--- src/nll_pkg.sv ---
package nll_pkg;

	localparam logic [7:0] CH_ZERO  = 8'h30;  // '0'
	localparam logic [7:0] CH_NINE  = 8'h39;  // '9'
	localparam logic [7:0] CH_DOT   = 8'h2E;  // '.'
	localparam logic [7:0] CH_LOW_E = 8'h65;  // 'e'
	localparam logic [7:0] CH_UP_E  = 8'h45;  // 'E'
	localparam logic [7:0] CH_PLUS  = 8'h2B;  // '+'
	localparam logic [7:0] CH_MINUS = 8'h2D;  // '-'

	typedef enum logic [2:0] {
		ST_START   = 3'd0,
		ST_ZERO    = 3'd1,
		ST_INT     = 3'd2,
		ST_FLOAT   = 3'd3,
		ST_PREEXP  = 3'd4,
		ST_SPREEXP = 3'd5,
		ST_EXP     = 3'd6
	} lex_state_t;

	typedef enum logic [1:0] {
		KIND_INT      = 2'd0,
		KIND_FLOAT    = 2'd1,
		KIND_INTEXP   = 2'd2,
		KIND_FLOATEXP = 2'd3
	} kind_t;

	// Recognizer context carried from one character to the next.
	typedef struct packed {
		lex_state_t st;
		kind_t      kind;
		logic       complete;
	} lex_ctx_t;

	// One result word.
	typedef struct packed {
		logic       accepted;
		logic [1:0] emit_count;
		logic [7:0] emit_first;
		logic [7:0] emit_second;
		logic       replace_lead;
		logic       token_end;
		logic [1:0] token_type;
		logic       token_ok;
	} lex_res_t;

	localparam lex_ctx_t CTX_RESET = '{st: ST_START, kind: KIND_INT, complete: 1'b1};

	function automatic logic is_digit(input logic [7:0] c);
		return (c >= CH_ZERO) && (c <= CH_NINE);
	endfunction

	function automatic logic is_exp_mark(input logic [7:0] c);
		return (c == CH_LOW_E) || (c == CH_UP_E);
	endfunction

endpackage

--- src/nll_step.sv ---
module nll_step (
	input  logic [7:0]       in_char,
	input  nll_pkg::lex_ctx_t ctx,
	output nll_pkg::lex_ctx_t ctx_nxt,
	output nll_pkg::lex_res_t res
);
	import nll_pkg::*;

	lex_ctx_t   work;
	logic       take;
	logic [1:0] n;
	logic [7:0] e1;
	logic [7:0] e2;
	logic       repl;

	// One transition of the recognizer, with the normalized text it emits.
	always_comb begin
		work = ctx;
		take = 1'b1;
		n    = 2'd0;
		e1   = 8'd0;
		e2   = 8'd0;
		repl = 1'b0;
		case (ctx.st)
			ST_ZERO: begin
				if (in_char == CH_ZERO) begin
					// A further leading zero is dropped.
				end else if (is_digit(in_char)) begin
					n = 2'd1; e1 = in_char; repl = 1'b1; work.st = ST_INT;
				end else if (in_char == CH_DOT) begin
					n = 2'd1; e1 = in_char; work.st = ST_FLOAT; work.kind = KIND_FLOAT;
				end else if (is_exp_mark(in_char)) begin
					n = 2'd1; e1 = CH_UP_E; work.st = ST_PREEXP; work.kind = KIND_INTEXP;
				end else begin
					take = 1'b0;
				end
			end
			ST_INT: begin
				if (is_digit(in_char)) begin
					n = 2'd1; e1 = in_char;
				end else if (in_char == CH_DOT) begin
					n = 2'd1; e1 = in_char; work.st = ST_FLOAT; work.kind = KIND_FLOAT;
				end else if (is_exp_mark(in_char)) begin
					n = 2'd1; e1 = CH_UP_E; work.st = ST_PREEXP; work.kind = KIND_INTEXP;
				end else begin
					take = 1'b0;
				end
			end
			ST_FLOAT: begin
				if (is_digit(in_char)) begin
					n = 2'd1; e1 = in_char;
				end else if (is_exp_mark(in_char)) begin
					n = 2'd1; e1 = CH_UP_E; work.st = ST_PREEXP; work.kind = KIND_FLOATEXP;
				end else begin
					take = 1'b0;
				end
			end
			ST_PREEXP: begin
				work.complete = 1'b0;
				if (in_char == CH_ZERO) begin
					n = 2'd2; e1 = CH_PLUS; e2 = CH_ZERO; work.st = ST_SPREEXP;
				end else if (is_digit(in_char)) begin
					n = 2'd2; e1 = CH_PLUS; e2 = in_char; work.st = ST_EXP;
				end else if ((in_char == CH_PLUS) || (in_char == CH_MINUS)) begin
					n = 2'd1; e1 = in_char; work.st = ST_SPREEXP;
				end else begin
					take = 1'b0;
				end
			end
			ST_SPREEXP: begin
				work.complete = 1'b0;
				if (in_char == CH_ZERO) begin
					// Leading exponent zeros are dropped.
				end else if (is_digit(in_char)) begin
					n = 2'd1; e1 = in_char; work.st = ST_EXP;
				end else begin
					take = 1'b0;
				end
			end
			ST_EXP: begin
				work.complete = 1'b1;
				if (is_digit(in_char)) begin
					n = 2'd1; e1 = in_char;
				end else begin
					take = 1'b0;
				end
			end
			default: begin
				work.kind = KIND_INT;
				if (in_char == CH_ZERO) begin
					n = 2'd1; e1 = in_char; work.st = ST_ZERO;
				end else if (is_digit(in_char)) begin
					n = 2'd1; e1 = in_char; work.st = ST_INT;
				end else begin
					work.complete = 1'b0;
					take = 1'b0;
				end
			end
		endcase

		res = '0;
		if (take) begin
			res.accepted     = 1'b1;
			res.emit_count   = n;
			res.emit_first   = e1;
			res.emit_second  = e2;
			res.replace_lead = repl;
			ctx_nxt          = work;
		end else begin
			res.token_end  = 1'b1;
			res.token_type = work.kind;
			res.token_ok   = work.complete;
			ctx_nxt        = CTX_RESET;
		end
	end

endmodule

--- src/numeric_literal_lexer.sv ---
// Numeric literal lexer. Feed the text one character per word; each
// character yields exactly one result word. A character that belongs to the
// number comes back with accepted set and 0 to 2 normalized characters to
// append (leading zeros collapse to one '0' that a later nonzero digit
// replaces, flagged by replace_lead; 'e' becomes 'E'; an unsigned exponent
// gets '+'; leading exponent zeros are dropped but for the first one of an
// unsigned exponent). The first character that does not fit comes back with
// token_end set, the token type and token_ok, and is not consumed: present
// it again if it should start the next token. An exponent that is missing
// or made only of zeros gives token_ok low. Throughput is one character per
// clock when the consumer does not stall. The recognizer state register and
// its single-step transition logic form the only feedback loop. Both
// channels use valid/stall; while a finished result still waits for the
// consumer, a new character is taken only if the input register is empty.
module numeric_literal_lexer (
	input  logic       clk,
	input  logic       arst_n,
	input  logic       item_valid,
	output logic       item_stall,
	input  logic [7:0] in_char,
	output logic       result_valid,
	input  logic       result_stall,
	output logic       accepted,
	output logic [1:0] emit_count,
	output logic [7:0] emit_first,
	output logic [7:0] emit_second,
	output logic       replace_lead,
	output logic       token_end,
	output logic [1:0] token_type,
	output logic       token_ok
);
	import nll_pkg::*;

	logic       valid_s1;
	logic [7:0] char_s1;
	logic       valid_s2;
	lex_res_t   res_s2;
	lex_ctx_t   ctx_q;
	lex_ctx_t   ctx_nxt;
	lex_res_t   res_nxt;
	logic       adv_s2;
	logic       adv_s1;

	// The result register can load when it is empty or being drained. The
	// input register moves forward whenever its character can be processed.
	assign adv_s2     = !valid_s2 || !result_stall;
	assign adv_s1     = valid_s1 && adv_s2;
	assign item_stall = valid_s1 && !adv_s2;

	always_ff @(posedge clk or negedge arst_n) begin
		if (!arst_n) begin
			valid_s1 <= 1'b0;
		end else if (!item_stall) begin
			valid_s1 <= item_valid;
		end
	end

	always_ff @(posedge clk) begin
		if (item_valid && !item_stall) begin
			char_s1 <= in_char;
		end
	end

	nll_step u_step (
		.in_char (char_s1),
		.ctx     (ctx_q),
		.ctx_nxt (ctx_nxt),
		.res     (res_nxt)
	);

	// The recognizer context advances exactly when a character is processed.
	always_ff @(posedge clk or negedge arst_n) begin
		if (!arst_n) begin
			ctx_q    <= CTX_RESET;
			valid_s2 <= 1'b0;
		end else begin
			if (adv_s1) begin
				ctx_q <= ctx_nxt;
			end
			if (adv_s2) begin
				valid_s2 <= valid_s1;
			end
		end
	end

	always_ff @(posedge clk) begin
		if (adv_s1) begin
			res_s2 <= res_nxt;
		end
	end

	assign result_valid = valid_s2;
	assign accepted     = res_s2.accepted;
	assign emit_count   = res_s2.emit_count;
	assign emit_first   = res_s2.emit_first;
	assign emit_second  = res_s2.emit_second;
	assign replace_lead = res_s2.replace_lead;
	assign token_end    = res_s2.token_end;
	assign token_type   = res_s2.token_type;
	assign token_ok     = res_s2.token_ok;

endmodule
--- config.mk ---
export PLATFORM = sky130hd
export DESIGN_NAME = numeric_literal_lexer
export DESIGN_NICKNAME = d
export VERILOG_FILES = /design/src/nll_pkg.sv /design/src/nll_step.sv /design/src/numeric_literal_lexer.sv
export SDC_FILE = /design/constraint.sdc
export NUM_CORES = 1
export LEC_CHECK = 0
export BUFFER_PORTS_ARGS = -buffer_cell sky130_fd_sc_hd__buf_2
export CAP_MARGIN = 20
export CORE_UTILIZATION = 55
export DETAILED_ROUTE_END_ITERATION = 12
export GPL_ROUTABILITY_DRIVEN = 0
export GPL_TIMING_DRIVEN = 0
export PLACE_DENSITY = 0.85
export SYNTH_ARGS = -nofsm -noshare
export SYNTH_HDL_FRONTEND = slang
export SYNTH_HIERARCHICAL = 1
export SYNTH_SLANG_ARGS = --single-unit
--- constraint.sdc ---
create_clock -name clk -period 2.5 [get_ports clk]
set_input_delay 0.125 -clock clk [delete_from_list [all_inputs] [get_ports clk]]
set_output_delay 0.125 -clock clk [all_outputs]
set_load 0.005 [all_outputs]
==> flow_summary.ini, run 1 <==
[sta]
worst_pin_slew_ns = 0.915
max_freq_ghz = 0.408
drv_slew = 0
post-route-period-util = 0.980
relSlewSlack = 0.389
skew_ns = 0.00640
whs_ns = 0.0104
hold_viol_final = 0
fin_crit_ns = 2.45
finalSetupViolCount = 0
fin_ws_ns = 0.0495

[cts]
cts_tree = yes
ctsRootBufferMaster = clkbuf_8
htree_levels = 2
clock_path_buffers = 2
cts_setup_buffers = 0
clk_pin_slew_ns = 0.07
cts_buffers = 5
clock_latency_ns = 0.29
cts_sinks = 40

[worst_setup_path]
cp_num_buf_inv = 1
cp.required_ns = 2.73
crit_path_cell_trace = or4b_1 > clkbuf_2 > or2_4 > nor2_1 > o21ai_1 > a2bb2oi_1 > mux2_2
end_kind = register
worstReg2RegStart = char_s1[0]
start_kind = register
crit_arrival_ns = 2.68
path_class = reg2reg
r2r_slack_ns = 0.05
cpLargestDelayFamily = simple AND/OR/NAND/NOR gates
cp_max_fo = 8
rr_worst_depth = 7
crit_slowest_cell = or4b_1
reg2reg_to = ctx_q[4]
max_stage_delay_ns = 0.57

[layout]
diodes = 0
syn2layout_area_growth_pct = 18.9
drive_gt1_frac = 0.303
ff_latch_area_sq_mm = 0.00116
final.fill_count = 276
fin_nets = 242
final_cell_mix = buf_2, edfxtp_1, nor2_1
final_cell_area_sq_mm = 0.00242
layout_commonest_cell = buf_2
multi_input_area_sq_um = 810

[place]
io_buffers = 37
hpwl_microns = 2790
post-place-ws_ns = -0.339
placed_cell_area_sq_mm = 0.00229

[power_and_ir_drop]
p_leak_uw = 0.000951
share_comb_of_total_power = 0.083
p_int_uw = 1010
seqPwrFrac = 0.608
clockPowerShare = 0.310
p_sw_uw = 277
p_sw_frac = 0.216
vdd_ir_drop_max_mv = 0.485
p_per_area_mw_per_mm2 = 530

[floorplan]
dieArea_sq_mm = 0.00395
rows = 21
die_height_microns = 62.9
core_area_sq_mm = 0.00344
design.portCount = 38
die_w_microns = 62.9
initial_utilization = 0.592

[route]
first_pass_iters = 9
drt-initial-drc-count = 174
vias = 1622
drc = 1
post_drt_wl_per_cell_microns = 15.0
wl_microns = 4150
antenna_left = 0
via_per_inst = 5.86

[global_routing]
grt_pass1_wl_microns = 6600
grt.total_usage = 0.218
grt_start_max_net_pins = 31
grt_pass1_vias = 1477
grt_overflow = 0
antenna_found_initial = 0

[yosys]
synth_area_sq_mm = 0.00204
syn_inst = 182
ys_ff_latch = 40
ys_seq_area_frac = 0.571
yosysWarnings = 6
synth.avg_cell_area_sq_um = 11.2
synth_cell_types = 52

[hold_path]
hold_class = in2reg
hp-start = in_char[3]
min_path_cells = 1
holdPathEnd = char_s1[3]

[status]
status = finished with violations
violations = design-rule violations

[flow_run]
cap_violations = 0
repair_timing:
action,CTS,global route
setup endpoints to repair,8,9
pin swaps,0,1
resized for setup,2,6
endpoints found under the hold margin,8,1
hold buffers,1,1
cloned,0,0
how the worst max path moves through the flow:
| stage | start | end | slack [ns] | depth (start not counted) |
|---|---|---|---|---|
| floorplan | ctx_q[5] | ctx_q[4] | 0.35 | 7 |
| global placement | ctx_q[5] | ctx_q[4] | -0.29 | 7 |
| detailed placement | ctx_q[5] | ctx_q[4] | -0.34 | 7 |
| CTS | char_s1[7] | ctx_q[5] | 0.06 | 8 |
| global route | char_s1[0] | ctx_q[4] | -0.08 | 7 |
| finish | char_s1[0] | ctx_q[4] | 0.05 | 7 |
synthesized netlist by cell type, drive strengths merged:
library cell | number | share of area
edfxtp | 32 | 0.47
nor2 | 18 | 0.033
a21oi | 15 | 0.037
nor3 | 11 | 0.027
o21ai | 11 | 0.027
buf | 8 | 0.029
nand2 | 8 | 0.015
dfrtp | 7 | 0.086
clkbuf | 6 | 0.012
mux2 | 6 | 0.033
and3 | 5 | 0.015
inv | 5 | 0.0092
nand3 | 5 | 0.012
a211oi | 4 | 0.015
o22ai | 3 | 0.0092
a211o | 2 | 0.0086
a21boi | 2 | 0.013
a31oi | 2 | 0.0061
a32oi | 2 | 0.0086
nor4b | 2 | 0.016
o31ai | 2 | 0.0074
or2 | 2 | 0.0074
or4b | 2 | 0.0098
a21o | 1 | 0.0043
a221oi | 1 | 0.0043
a22o | 1 | 0.0043
a22oi | 1 | 0.0037
a2bb2oi | 1 | 0.0043
and2 | 1 | 0.0031
clkinv | 1 | 0.0018
conb | 1 | 0.0018
dfstp | 1 | 0.013
nand2b | 1 | 0.0031
nand3b | 1 | 0.0037
nand4b | 1 | 0.0043
nor3b | 1 | 0.0037
nor4bb | 1 | 0.0049
o2111ai | 1 | 0.0043
o211ai | 1 | 0.0037
o21a | 1 | 0.0037
o221ai | 1 | 0.0043
o31a | 1 | 0.0043
or3 | 1 | 0.0031
or3b | 1 | 0.0043
xnor2 | 1 | 0.0043
power by group through the flow:
stage                     Clock (uW)  Combinational [uW]  Sequential (uW)
after detailed placement           0                 104              794
final                            397                 106              780
after CTS                        406                 105              780
after global placement             0                 102              792
after floorplan                    0                53.5              795
after global routing             437                 118              783
per-stage QoR:
| stage | utilization | TNS, ns | power (uW) | std cells |
|---|---|---|---|---|
| after CTS | 0.694 | 0 | 1290 | 276 |
| after global placement | 0.664 | -1.61 | 894 | 267 |
| after detailed placement | 0.664 | -2.08 | 898 | 267 |
| final | 0.704 | 0 | 1280 | 277 |
| after floorplan | - | 0 | 849 | 184 |
| after global routing | 0.704 | -0.249 | 1340 | 277 |
state kept, by name, summed over array words and instances, names as in the netlist:
name          cells
char_s1           8
emit_first        8
emit_second       8
ctx_q             6
emit_count        2
token_type        2
accepted          1
replace_lead      1
result_valid      1
token_end         1
token_ok          1
valid_s1          1
routing by layer:
metal  vias up  global-route usage  routed length [microns]
li1        781                   -                        -
met2        93               0.364                     2030
met3        11              0.0547                      336
met5         -                   0                        0
met1       737               0.269                     1700
met4         0              0.0901                       84
logic make-up after synthesis:
| group | Yosys count | share of synthesized area |
|---|---|---|
| buffers and inverters | 20 | 0.0516 |
| flip-flops | 40 | 0.571 |
| AO/OA/AOI/OAI | 53 | 0.173 |
| other | 1 | 0.00184 |
| AND/OR/NAND/NOR | 61 | 0.166 |
| multiplexers | 6 | 0.0332 |
| XOR/XNOR | 1 | 0.00430 |
layout make-up:
cell class | instances | area share
sequential | 40 | 0.480
multi-input combinational | 124 | 0.334
timing repair buffer | 39 | 0.0847
buffer | 14 | 0.0346
clock buffer | 7 | 0.0315
tap | 46 | 0.0238
inverter | 6 | 0.00930
clock inverter | 1 | 0.00207
(Power assumes the default switching activity.)
==> run 2, diff against run 1 <==
--- a/config.mk
+++ b/config.mk
@@ -7,11 +7,12 @@
 export LEC_CHECK = 0
 export BUFFER_PORTS_ARGS = -buffer_cell sky130_fd_sc_hd__buf_2
 export CAP_MARGIN = 20
-export CORE_UTILIZATION = 55
+export CORE_UTILIZATION = 45
 export DETAILED_ROUTE_END_ITERATION = 12
 export GPL_ROUTABILITY_DRIVEN = 0
 export GPL_TIMING_DRIVEN = 0
-export PLACE_DENSITY = 0.85
+export PLACE_DENSITY = 0.67
+export SLEW_MARGIN = 30
 export SYNTH_ARGS = -nofsm -noshare
 export SYNTH_HDL_FRONTEND = slang
 export SYNTH_HIERARCHICAL = 1
==> flow_summary.ini, run 2 (same netlist as run 1, synthesis figures left out) <==
[power_and_ir_drop]
share_comb_of_total_power = 0.099
p_sw_uw = 289
p_sw_frac = 0.221
p_per_area_mw_per_mm2 = 515
p_leak_uw = 0.000996
clockPowerShare = 0.306
p_int_uw = 1020
seqPwrFrac = 0.594
vdd_ir_drop_max_mv = 0.356

[floorplan]
die_w_microns = 69.3
initial_utilization = 0.468
die_height_microns = 69.3
rows = 24
design.portCount = 38
dieArea_sq_mm = 0.00480
core_area_sq_mm = 0.00435

[route]
post_drt_wl_per_cell_microns = 15.3
via_per_inst = 5.68
drt-initial-drc-count = 143
antenna_left = 0
drc = 0
vias = 1658
first_pass_iters = 4
wl_microns = 4480

[global_routing]
grt_pass1_vias = 1512
antenna_found_initial = 0
grt_start_max_net_pins = 31
grt.total_usage = 0.189
grt_overflow = 0
grt_pass1_wl_microns = 7110

[layout]
final_cell_mix = buf_2, edfxtp_1, nor2_1
fin_nets = 251
finalNonFillerCells = 292
drive_gt1_frac = 0.308
layout_commonest_cell = buf_2
diodes = 0
syn2layout_area_growth_pct = 24.8

[hold_path]
hold_class = in2reg

[worst_setup_path]
r2r_slack_ns = 0.15
crit_path_cell_trace = nor4bb_1 > nand3_1 > a22o_1 > a221oi_1 > a21oi_1 > mux2_2
endpoint = ctx_q[1]
reg2reg_to = ctx_q[1]
path_class = reg2reg
end_kind = register
crit_arrival_ns = 2.53
crit_slowest_cell = edfxtp_1
max_stage_delay_ns = 0.50
start_kind = register
cp-startpoint = char_s1[4]
worstReg2RegStart = char_s1[4]
rr_worst_depth = 6
cp_max_fo = 8
cp.required_ns = 2.68

[cts]
cts_buffers = 5
clock_path_buffers = 2
clock_latency_ns = 0.29
htree_levels = 2
cts_sinks = 40
clk_pin_slew_ns = 0.07
cts_tree = yes
ctsRootBufferMaster = clkbuf_8

[sta]
drv_slew = 0
fin_ws_ns = 0.149
relSlewSlack = 0.582
worst_pin_slew_ns = 0.623
max_freq_ghz = 0.425
skew_ns = 0.00325
post-route-period-util = 0.941
rsz0062_at_grt = no
hold_viol_final = 0
finalSetupViolCount = 0
fin_crit_ns = 2.35

[flow_run]
cap_violations = 0

[place]
dp_cells = 273
hpwl_microns = 3000
post-place-ws_ns = -0.428
io_buffers = 37

[status]
status = completed
-- run 2: changes by cell type in the layout (fill, tap and decap cells not counted), sizes merged --
cell and delta:
buf +3, dlygate4sd3 +6
-- run 2: final cells by class --
type | count | area, sq um
Clock inverter | 1 | 3.75
Timing Repair Buffer | 48 | 308
Sequential cell | 40 | 1160
Buffer | 14 | 83.8
Multi-Input combinational cell | 124 | 821
Inverter | 6 | 22.5
Fill cell | 348 | 1810
Clock buffer | 7 | 76.3
Tap cell | 52 | 65.1
-- run 2: power groups by stage --
stage / clock (uW) / sequential [uW] / combinational (uW)
floorplan: 0 / 795 / 53.5
global placement: 0 / 793 / 104
detailed placement: 0 / 794 / 106
CTS: 415 / 780 / 115
global route: 451 / 783 / 141
finish: 402 / 779 / 130
-- run 2: routing by layer --
metal | GRT usage | wire length (microns) | part of all wire | vias up
met5 | 0 | 0 | 0 | -
met4 | 0.0907 | 133 | 0.030 | 0
met3 | 0.0552 | 347 | 0.077 | 17
met2 | 0.302 | 2180 | 0.49 | 96
met1 | 0.235 | 1820 | 0.41 | 748
li1 | - | - | - | 797
-- run 2: worst max-delay path, delay by kind of cell (launching register included) --
kind            cells  cell delay [ns]
mux                 1             0.28
flops               1             0.50
simple gates        2             0.74
compound gates      3             0.70
-- run 2: metrics by stage --
stage                     cell area, sq um  setup TNS (ns)   util  power, uW  hold WS [ns]
after CTS                             2460               0  0.566       1310       0.00912
after floorplan                       2040               0      -        849        -0.171
after global routing                  2540               0  0.584       1380       0.00357
after detailed placement              2290           -2.61  0.527        900       -0.0156
after global placement                2290           -2.50  0.527        897       -0.0233
final                                 2540               0  0.584       1310        0.0242
-- run 2: worst min-delay path by stage --
stage,startpoint,depth (start not counted),slack (ns),to
after global placement,arst_n,1,-0.02,ctx_q[2]
after floorplan,arst_n,0,-0.17,ctx_q[1]
after global routing,in_char[1],1,0.004,char_s1[1]
after detailed placement,arst_n,1,-0.02,ctx_q[5]
after CTS,in_char[1],1,0.009,char_s1[1]
final,item_valid,2,0.02,valid_s1
-- run 2: timing repair --
item                                    CTS  global route
resized for setup                         2             9
endpoints found under the setup margin    8            11
setup buffers                             0             2
pin swaps                                 0             1
endpoints found under the hold margin    15             0
hold buffers                              8             0
